===== src/rtl/rgbhls_pkg.sv =====
package rgbhls_pkg;

   localparam int QUO_BITS  = 16;
   localparam int HUE_BITS  = 15;
   localparam int FRAC_BITS = 16;
   localparam int RSP_W     = ((HUE_BITS + 2 * FRAC_BITS + 7) / 8) * 8;

   localparam logic [HUE_BITS-1:0]  HUE_SIXTH = HUE_BITS'(3840);
   localparam logic [HUE_BITS-1:0]  HUE_GREEN = HUE_BITS'(7680);
   localparam logic [HUE_BITS-1:0]  HUE_BLUE  = HUE_BITS'(15360);
   localparam logic [HUE_BITS-1:0]  HUE_FULL  = HUE_BITS'(23040);
   localparam logic [FRAC_BITS-1:0] FRAC_ONE  = FRAC_BITS'(65535);

   typedef enum logic [1:0] {
      SEC_RED   = 2'd0,
      SEC_GREEN = 2'd1,
      SEC_BLUE  = 2'd2
   } sector_type;

   typedef struct packed {
      sector_type sector;
      logic       neg;
      logic       grey;
   } hue_tag_type;

endpackage


===== src/rtl/rgbhls_div.sv =====
module rgbhls_div
   import rgbhls_pkg::*;
#(
   parameter int DW = 9,
   localparam int RW = DW + QUO_BITS
) (
   input  logic                clock,
   input  logic [QUO_BITS-1:0] advance,
   input  logic [RW-1:0]       num,
   input  logic [DW-1:0]       dvs,
   output logic [QUO_BITS-1:0] quo
);

   logic [RW-1:0]       rem_ff [QUO_BITS];
   logic [DW-1:0]       dvs_ff [QUO_BITS];
   logic [QUO_BITS-1:0] quo_ff [QUO_BITS];

   for (genvar j = 0; j < QUO_BITS; j++) begin : g_stage
      logic [RW-1:0]       rem_prev;
      logic [DW-1:0]       dvs_prev;
      logic [QUO_BITS-1:0] quo_prev;
      logic [RW-1:0]       trial;
      logic                fits;
      logic [RW-1:0]       rem_in;
      logic [QUO_BITS-1:0] quo_in;

      if (j == 0) begin : g_first
         assign rem_prev = num;
         assign dvs_prev = dvs;
         assign quo_prev = '0;
      end else begin : g_next
         assign rem_prev = rem_ff[j-1];
         assign dvs_prev = dvs_ff[j-1];
         assign quo_prev = quo_ff[j-1];
      end

      always_comb begin
         trial  = RW'(dvs_prev) << (QUO_BITS - 1 - j);
         fits   = (rem_prev >= trial);
         rem_in = fits ? (rem_prev - trial) : rem_prev;
         quo_in = quo_prev;
         quo_in[QUO_BITS-1-j] = fits;
      end

      always_ff @(posedge clock) begin
         if (advance[j]) begin
            rem_ff[j] <= rem_in;
            dvs_ff[j] <= dvs_prev;
            quo_ff[j] <= quo_in;
         end
      end
   end

   assign quo = quo_ff[QUO_BITS-1];

endmodule


===== src/rtl/rgb_to_hls_core.sv =====
// RGB to HSL converter, one pixel per word.
// req channel: one RGB pixel per word; red, green and blue sit side by side
// in req_tdata, CHANNEL_BITS each, red lowest, zero padding up to a byte.
// rsp channel: one word per pixel with hue (15 bits, 1/64 degree), lightness
// and saturation (16 bits each, Q0.16) packed from bit 0 up.
// Throughput: one pixel per clock while rsp_tready stays high, with no gaps between pixels.
// From req acceptance to rsp_tvalid a pixel passes the input register, the
// max/min stage, the numerator stage, 16 divider stages and the output register.
// Lightness is a multiply by a constant reciprocal; saturation and hue round
// to nearest in restoring dividers that retire one quotient bit per stage.
// Every stage carries its own valid bit. When rsp_tready is low the words
// pack up behind the output register; bubbles still close up, and
// req_tready drops only once every stage holds a word. Nothing is lost or
// repeated across a stall.
// Reset (synchronous, active high) empties the pipeline; no word in flight
// survives it. There is no state from one pixel to the next.
module rgb_to_hls_core
   import rgbhls_pkg::*;
#(
   parameter int CHANNEL_BITS = 8,
   localparam int REQ_W = ((3 * CHANNEL_BITS + 7) / 8) * 8
) (
   input  logic             clock,
   input  logic             reset,
   input  logic             req_tvalid,
   output logic             req_tready,
   input  logic [REQ_W-1:0] req_tdata,  // red, green, blue
   output logic             rsp_tvalid,
   input  logic             rsp_tready,
   output logic [RSP_W-1:0] rsp_tdata   // hue, lightness, saturation
);

   localparam int CB     = CHANNEL_BITS;
   localparam int SW     = CB + 1;
   localparam int DW     = CB + 1;
   localparam int RW     = DW + QUO_BITS;
   localparam int DIV0   = 3;
   localparam int STAGES = DIV0 + QUO_BITS + 1;
   localparam logic [CB-1:0] CMAX = '1;

   localparam longint unsigned LMAX = (64'd1 << CB) - 64'd1;
   localparam longint unsigned LDEN = 2 * LMAX;
   localparam int LK  = $clog2((LDEN + 1) * LDEN);
   localparam int LPW = LK + FRAC_BITS;
   localparam longint unsigned LMUL = ((64'(FRAC_ONE) << LK) + LDEN - 1) / LDEN;

   logic [STAGES-1:0] valid_ff;
   logic [STAGES-1:0] valid_in;
   logic [STAGES-1:0] en;

   always_comb begin
      en[STAGES-1] = !valid_ff[STAGES-1] || rsp_tready;
      for (int k = STAGES - 2; k >= 0; k--) begin
         en[k] = !valid_ff[k] || en[k+1];
      end
      valid_in[0] = en[0] ? req_tvalid : valid_ff[0];
      for (int k = 1; k < STAGES; k++) begin
         valid_in[k] = en[k] ? valid_ff[k-1] : valid_ff[k];
      end
   end

   always_ff @(posedge clock) begin
      if (reset) begin
         valid_ff <= '0;
      end else begin
         valid_ff <= valid_in;
      end
   end

   assign req_tready = en[0];
   assign rsp_tvalid = valid_ff[STAGES-1];

   // input register
   logic [CB-1:0] red_ff, green_ff, blue_ff;

   always_ff @(posedge clock) begin
      if (en[0]) begin
         red_ff   <= req_tdata[CB-1:0];
         green_ff <= req_tdata[2*CB-1:CB];
         blue_ff  <= req_tdata[3*CB-1:2*CB];
      end
   end

   // max, min, sector
   logic [CB-1:0] hi, lo, opa, opb;
   sector_type    sector_in;
   logic [SW-1:0] sum_ff;
   logic [CB-1:0] delta_ff, diff_ff;
   logic          neg_ff;
   sector_type    sector_ff;

   always_comb begin
      hi = red_ff;
      lo = red_ff;
      if (green_ff > hi) hi = green_ff;
      if (blue_ff > hi) hi = blue_ff;
      if (green_ff < lo) lo = green_ff;
      if (blue_ff < lo) lo = blue_ff;
      if (hi == red_ff) begin
         sector_in = SEC_RED;
         opa = green_ff;
         opb = blue_ff;
      end else if (hi == green_ff) begin
         sector_in = SEC_GREEN;
         opa = blue_ff;
         opb = red_ff;
      end else begin
         sector_in = SEC_BLUE;
         opa = red_ff;
         opb = green_ff;
      end
   end

   always_ff @(posedge clock) begin
      if (en[1]) begin
         sum_ff    <= SW'(hi) + SW'(lo);
         delta_ff  <= hi - lo;
         diff_ff   <= (opa >= opb) ? (opa - opb) : (opb - opa);
         neg_ff    <= (opa < opb);
         sector_ff <= sector_in;
      end
   end

   // numerators, doubled divisors and lightness
   logic [CB-1:0]        den;
   logic [LPW-1:0]       light_prod;
   logic [FRAC_BITS-1:0] light2_ff;
   logic [RW-1:0]        sat_num_ff, hue_num_ff;
   logic [DW-1:0]        sat_dvs_ff, hue_dvs_ff;
   hue_tag_type          tag2_ff;

   always_comb begin
      if (sum_ff <= SW'(CMAX)) begin
         den = sum_ff[CB-1:0];
      end else begin
         den = CB'({CMAX, 1'b0} - sum_ff);
      end
      light_prod = LPW'(sum_ff) * LPW'(LMUL) + (LPW'(1) << (LK - 1));
   end

   always_ff @(posedge clock) begin
      if (en[2]) begin
         light2_ff      <= light_prod[LK +: FRAC_BITS];
         sat_num_ff     <= ((RW'(delta_ff) * RW'(FRAC_ONE)) << 1) + RW'(den);
         hue_num_ff     <= ((RW'(diff_ff) * RW'(HUE_SIXTH)) << 1) + RW'(delta_ff);
         sat_dvs_ff     <= {den, 1'b0};
         hue_dvs_ff     <= {delta_ff, 1'b0};
         tag2_ff.sector <= sector_ff;
         tag2_ff.neg    <= neg_ff;
         tag2_ff.grey   <= (delta_ff == '0);
      end
   end

   // dividers
   logic [QUO_BITS-1:0]  sat_quo, hue_quo;
   hue_tag_type          tag_ff [QUO_BITS];
   logic [FRAC_BITS-1:0] light_ff [QUO_BITS];

   rgbhls_div #(.DW(DW)) u_sat_div (
      .clock   (clock),
      .advance (en[DIV0 +: QUO_BITS]),
      .num     (sat_num_ff),
      .dvs     (sat_dvs_ff),
      .quo     (sat_quo)
   );

   rgbhls_div #(.DW(DW)) u_hue_div (
      .clock   (clock),
      .advance (en[DIV0 +: QUO_BITS]),
      .num     (hue_num_ff),
      .dvs     (hue_dvs_ff),
      .quo     (hue_quo)
   );

   always_ff @(posedge clock) begin
      if (en[DIV0]) begin
         tag_ff[0]   <= tag2_ff;
         light_ff[0] <= light2_ff;
      end
      for (int j = 1; j < QUO_BITS; j++) begin
         if (en[DIV0+j]) begin
            tag_ff[j]   <= tag_ff[j-1];
            light_ff[j] <= light_ff[j-1];
         end
      end
   end

   // hue assembly and output register
   hue_tag_type          tag_q;
   logic [HUE_BITS-1:0]  mag, center, hue_in;
   logic [FRAC_BITS-1:0] sat_in;
   logic [RSP_W-1:0]     rsp_ff;

   always_comb begin
      tag_q = tag_ff[QUO_BITS-1];
      mag   = hue_quo[HUE_BITS-1:0];
      case (tag_q.sector)
         SEC_GREEN: center = HUE_GREEN;
         SEC_BLUE:  center = HUE_BLUE;
         default:   center = '0;
      endcase
      if (tag_q.grey) begin
         hue_in = '0;
      end else if (!tag_q.neg) begin
         hue_in = center + mag;
      end else if (tag_q.sector == SEC_RED) begin
         hue_in = (mag == '0) ? '0 : (HUE_FULL - mag);
      end else begin
         hue_in = center - mag;
      end
      sat_in = tag_q.grey ? '0 : sat_quo[FRAC_BITS-1:0];
   end

   always_ff @(posedge clock) begin
      if (en[STAGES-1]) begin
         rsp_ff <= RSP_W'({sat_in, light_ff[QUO_BITS-1], hue_in});
      end
   end

   assign rsp_tdata = rsp_ff;

endmodule

===== config.mk =====
export PLATFORM = sky130hd
export DESIGN_NAME = rgb_to_hls_core
export DESIGN_NICKNAME = d
export VERILOG_FILES = /design/src/rtl/rgbhls_pkg.sv /design/src/rtl/rgbhls_div.sv /design/src/rtl/rgb_to_hls_core.sv
export SDC_FILE = /design/constraint.sdc
export NUM_CORES = 2
export LEC_CHECK = 0
export BUFFER_PORTS_ARGS = -buffer_cell sky130_fd_sc_hd__buf_2
export CAP_MARGIN = 20
export CORE_UTILIZATION = 64
export CTS_BUF_LIST = sky130_fd_sc_hd__clkbuf_16
export DETAILED_ROUTE_END_ITERATION = 8
export GPL_TIMING_DRIVEN = 0
export PLACE_DENSITY = 0.8
export SETUP_SLACK_MARGIN = 0.5
export SLEW_MARGIN = 20
export SYNTH_ARGS = -nofsm -noshare
export SYNTH_HDL_FRONTEND = slang
export SYNTH_HIERARCHICAL = 1
export SYNTH_SLANG_ARGS = --single-unit

===== constraint.sdc =====
create_clock -name clock -period 11.2 [get_ports clock]
set_input_delay 1.12 -clock clock [delete_from_list [all_inputs] [get_ports clock]]
set_output_delay 1.12 -clock clock [all_outputs]
set_load 0.02 [all_outputs]

==> metrics.cfg <==
[timing]
tightestPinTransition_ns=1.07
rsz0062_at_grt=false
hold_viol=0
max_freq_mhz=122
skew_ns=0.0357
fin_crit_sh_pct=73.2
min_period_ns=8.20
worst_slack_ns=3.00
slew_headroom_pct=27.0
setup_viol=0
finalMaxSlewViolations=0

[floorplan]
pin_count=78
initial_core_util_pct=64.7
rows=131
die_w_um=362
dieHeight_um=362
fp.coreArea_mm2=0.128
dieArea_mm2=0.131

[status]
outcome=complete, no violations

[clock_tree]
clockBufferDepth=3
cts_resized=0
cts_buffers=175
clock_sinks=1785
clk_latency_ns=0.80
post_cts_buffers=0
htreeDepth=4
path_clk_slew_ns=0.06
ctsHoldBuffers=0
root_buffer=clkbuf_16
cts_tree=done

[critical_path]
slowest_delay_ns=0.61
path_max_fanout=10
reg2reg_from=red_ff[2]
path_common_cell=ha_1
r2r_slack_ns=3.00
cp_slowest_cell=clkdlybuf4s50_2
end_kind=register
worstPathRequired_ns=11.74
worstSetupPathType=register to register
rr_endpoint=diff_ff[7]
rr_worst_depth=32
arrival_ns=8.74
startpoint_type=register

[global_routing]
overflow=0
grt_usage_pct=23.8
grt_max_degree=88
grt_pass1_vias=48000
antenna_found_initial=0
grt_pass1_wl_um=247000

[routing]
drc=0
detail-route-antenna-nets=0
drt_iter0_markers=3594
wire_per_inst_um=18.8
top_layer_used=met4
dr.pass1.iters=6
vias_per_cell=5.81
wl_um=155000
wl_met1_um=60400
num_vias=47700
met3_length_um=5650
routed-wl-met2_um=82100

[worst_hold_path]
hold_path_end=light_ff[0][7]
worstHoldPathType=register to register
holdPathStages=0
min-delay-start=light2_ff[7]

[final_layout]
n_antenna_cell=0
syn2layout_area_growth_pct=10.8
multi_input_area_mm2=0.0273
regArea_mm2=0.0534
drive_gt1_share_pct=8.68
final_nets=6875
nFillCells=8033

[job]
cap_violations=0

[yosys]
syn_inst=6059
yosys_warnings=6
syn_avg_cell_area_um2=13.7
syn-cell-area_mm2=0.0829

[placement]
io_buffers=75
dp_hpwl_um=110000
place.gp.congestion=0.935
dp_slack_ns=3.06

per-stage QoR:
stage          util, %  cells  cell area, um2  hold slack [ns]  TNS (ns)
2_1_floorplan        -   6073           82900            0.400         0
3_5_place_dp      67.2   7896           86100            0.405         0
4_1_cts           71.7   8217           91800            0.381         0
3_3_place_gp      66.8   7877           85500            0.400   -190.97
5_1_grt           71.7   8217           91800            0.386         0
6_report          71.7   8217           91800            0.394         0
flip-flops by register name (all words and copies together), names as in the netlist, 13 cells and up:
| name | count |
|---|---|
| u_hue_div/rem_ff | 375 |
| u_sat_div/rem_ff | 375 |
| light_ff | 256 |
| u_sat_div/quo_ff | 136 |
| u_hue_div/dvs_ff | 135 |
| u_sat_div/dvs_ff | 135 |
| u_hue_div/quo_ff | 120 |
| tag_ff | 64 |
| rsp_tdata | 47 |
| sat_num_ff | 24 |
| valid_ff | 20 |
| light2_ff | 16 |
| hue_num_ff | 13 |
per-layer routing:
metal / vias up / GRT usage [%]
li1: 23100 / -
met4: 0 / 10.5
met3: 410 / 3.22
met2: 1261 / 44.3
met1: 23000 / 27.2
met5: - / 0
cell usage in the layout (no fill, tap or decap), types with 18 or more instances in the layout:
cell type and instances:
edfxtp_1 1765, inv_1 534, ha_1 425, nor2_1 407, a21oi_1 329, nand2_1 295, o21ai_0 276, xnor2_1 241
xor2_1 236, clkbuf_16 178, nor3_1 145, nor4_1 92, buf_2 90, mux2_2 89, nor2b_1 87, nand3_1 79
a21o_1 78, fa_1 78, o21a_1 65, clkbuf_1 63, nand2b_1 57, nand4_1 54, or3_1 49, mux2i_1 47
clkinv_1 39, o21bai_1 33, o31ai_1 31, nor4b_1 30, a211oi_1 28, o31a_1 28, or4_1 24, clkinv_2 24
nand3b_1 23, and3_1 22, dfxtp_1 20, and2_1 18, o211ai_1 18
worst max path at each step:
stage / start / endpoint / slack, ns
3_5_place_dp: red_ff[2] / diff_ff[7] / 3.06
6_report: red_ff[2] / diff_ff[7] / 3.00
4_1_cts: red_ff[2] / diff_ff[7] / 3.03
2_1_floorplan: rsp_tready / req_tready / 1.88
3_3_place_gp: rsp_tready / sat_num_ff[17] / -2.11
5_1_grt: red_ff[2] / diff_ff[7] / 2.56
worst max-delay path: cells and delay by family, from the launching register on:
family,cells,cell delay [ns]
compound gates,13,3.31
xor+xnor,1,0.10
fa+ha+maj,4,1.02
buf+inv,4,1.04
flops,1,0.32
mux,3,1.00
simple gates,7,1.14
cell type report:
| cell class | count | share of cell area, % |
|---|---|---|
| repair buffers | 94 | 0.962 |
| clock buffers | 178 | 4.85 |
| inverters | 503 | 2.10 |
| plain buffers | 92 | 0.481 |
| clock inverters | 143 | 1.35 |
| well taps | 1729 | 2.36 |
| flip-flops and latches | 1785 | 58.2 |
| multi-input cells | 3693 | 29.7 |
Power is not shown: default switching activity piles up to over one toggle a cycle in this logic, so the estimate is an artifact.
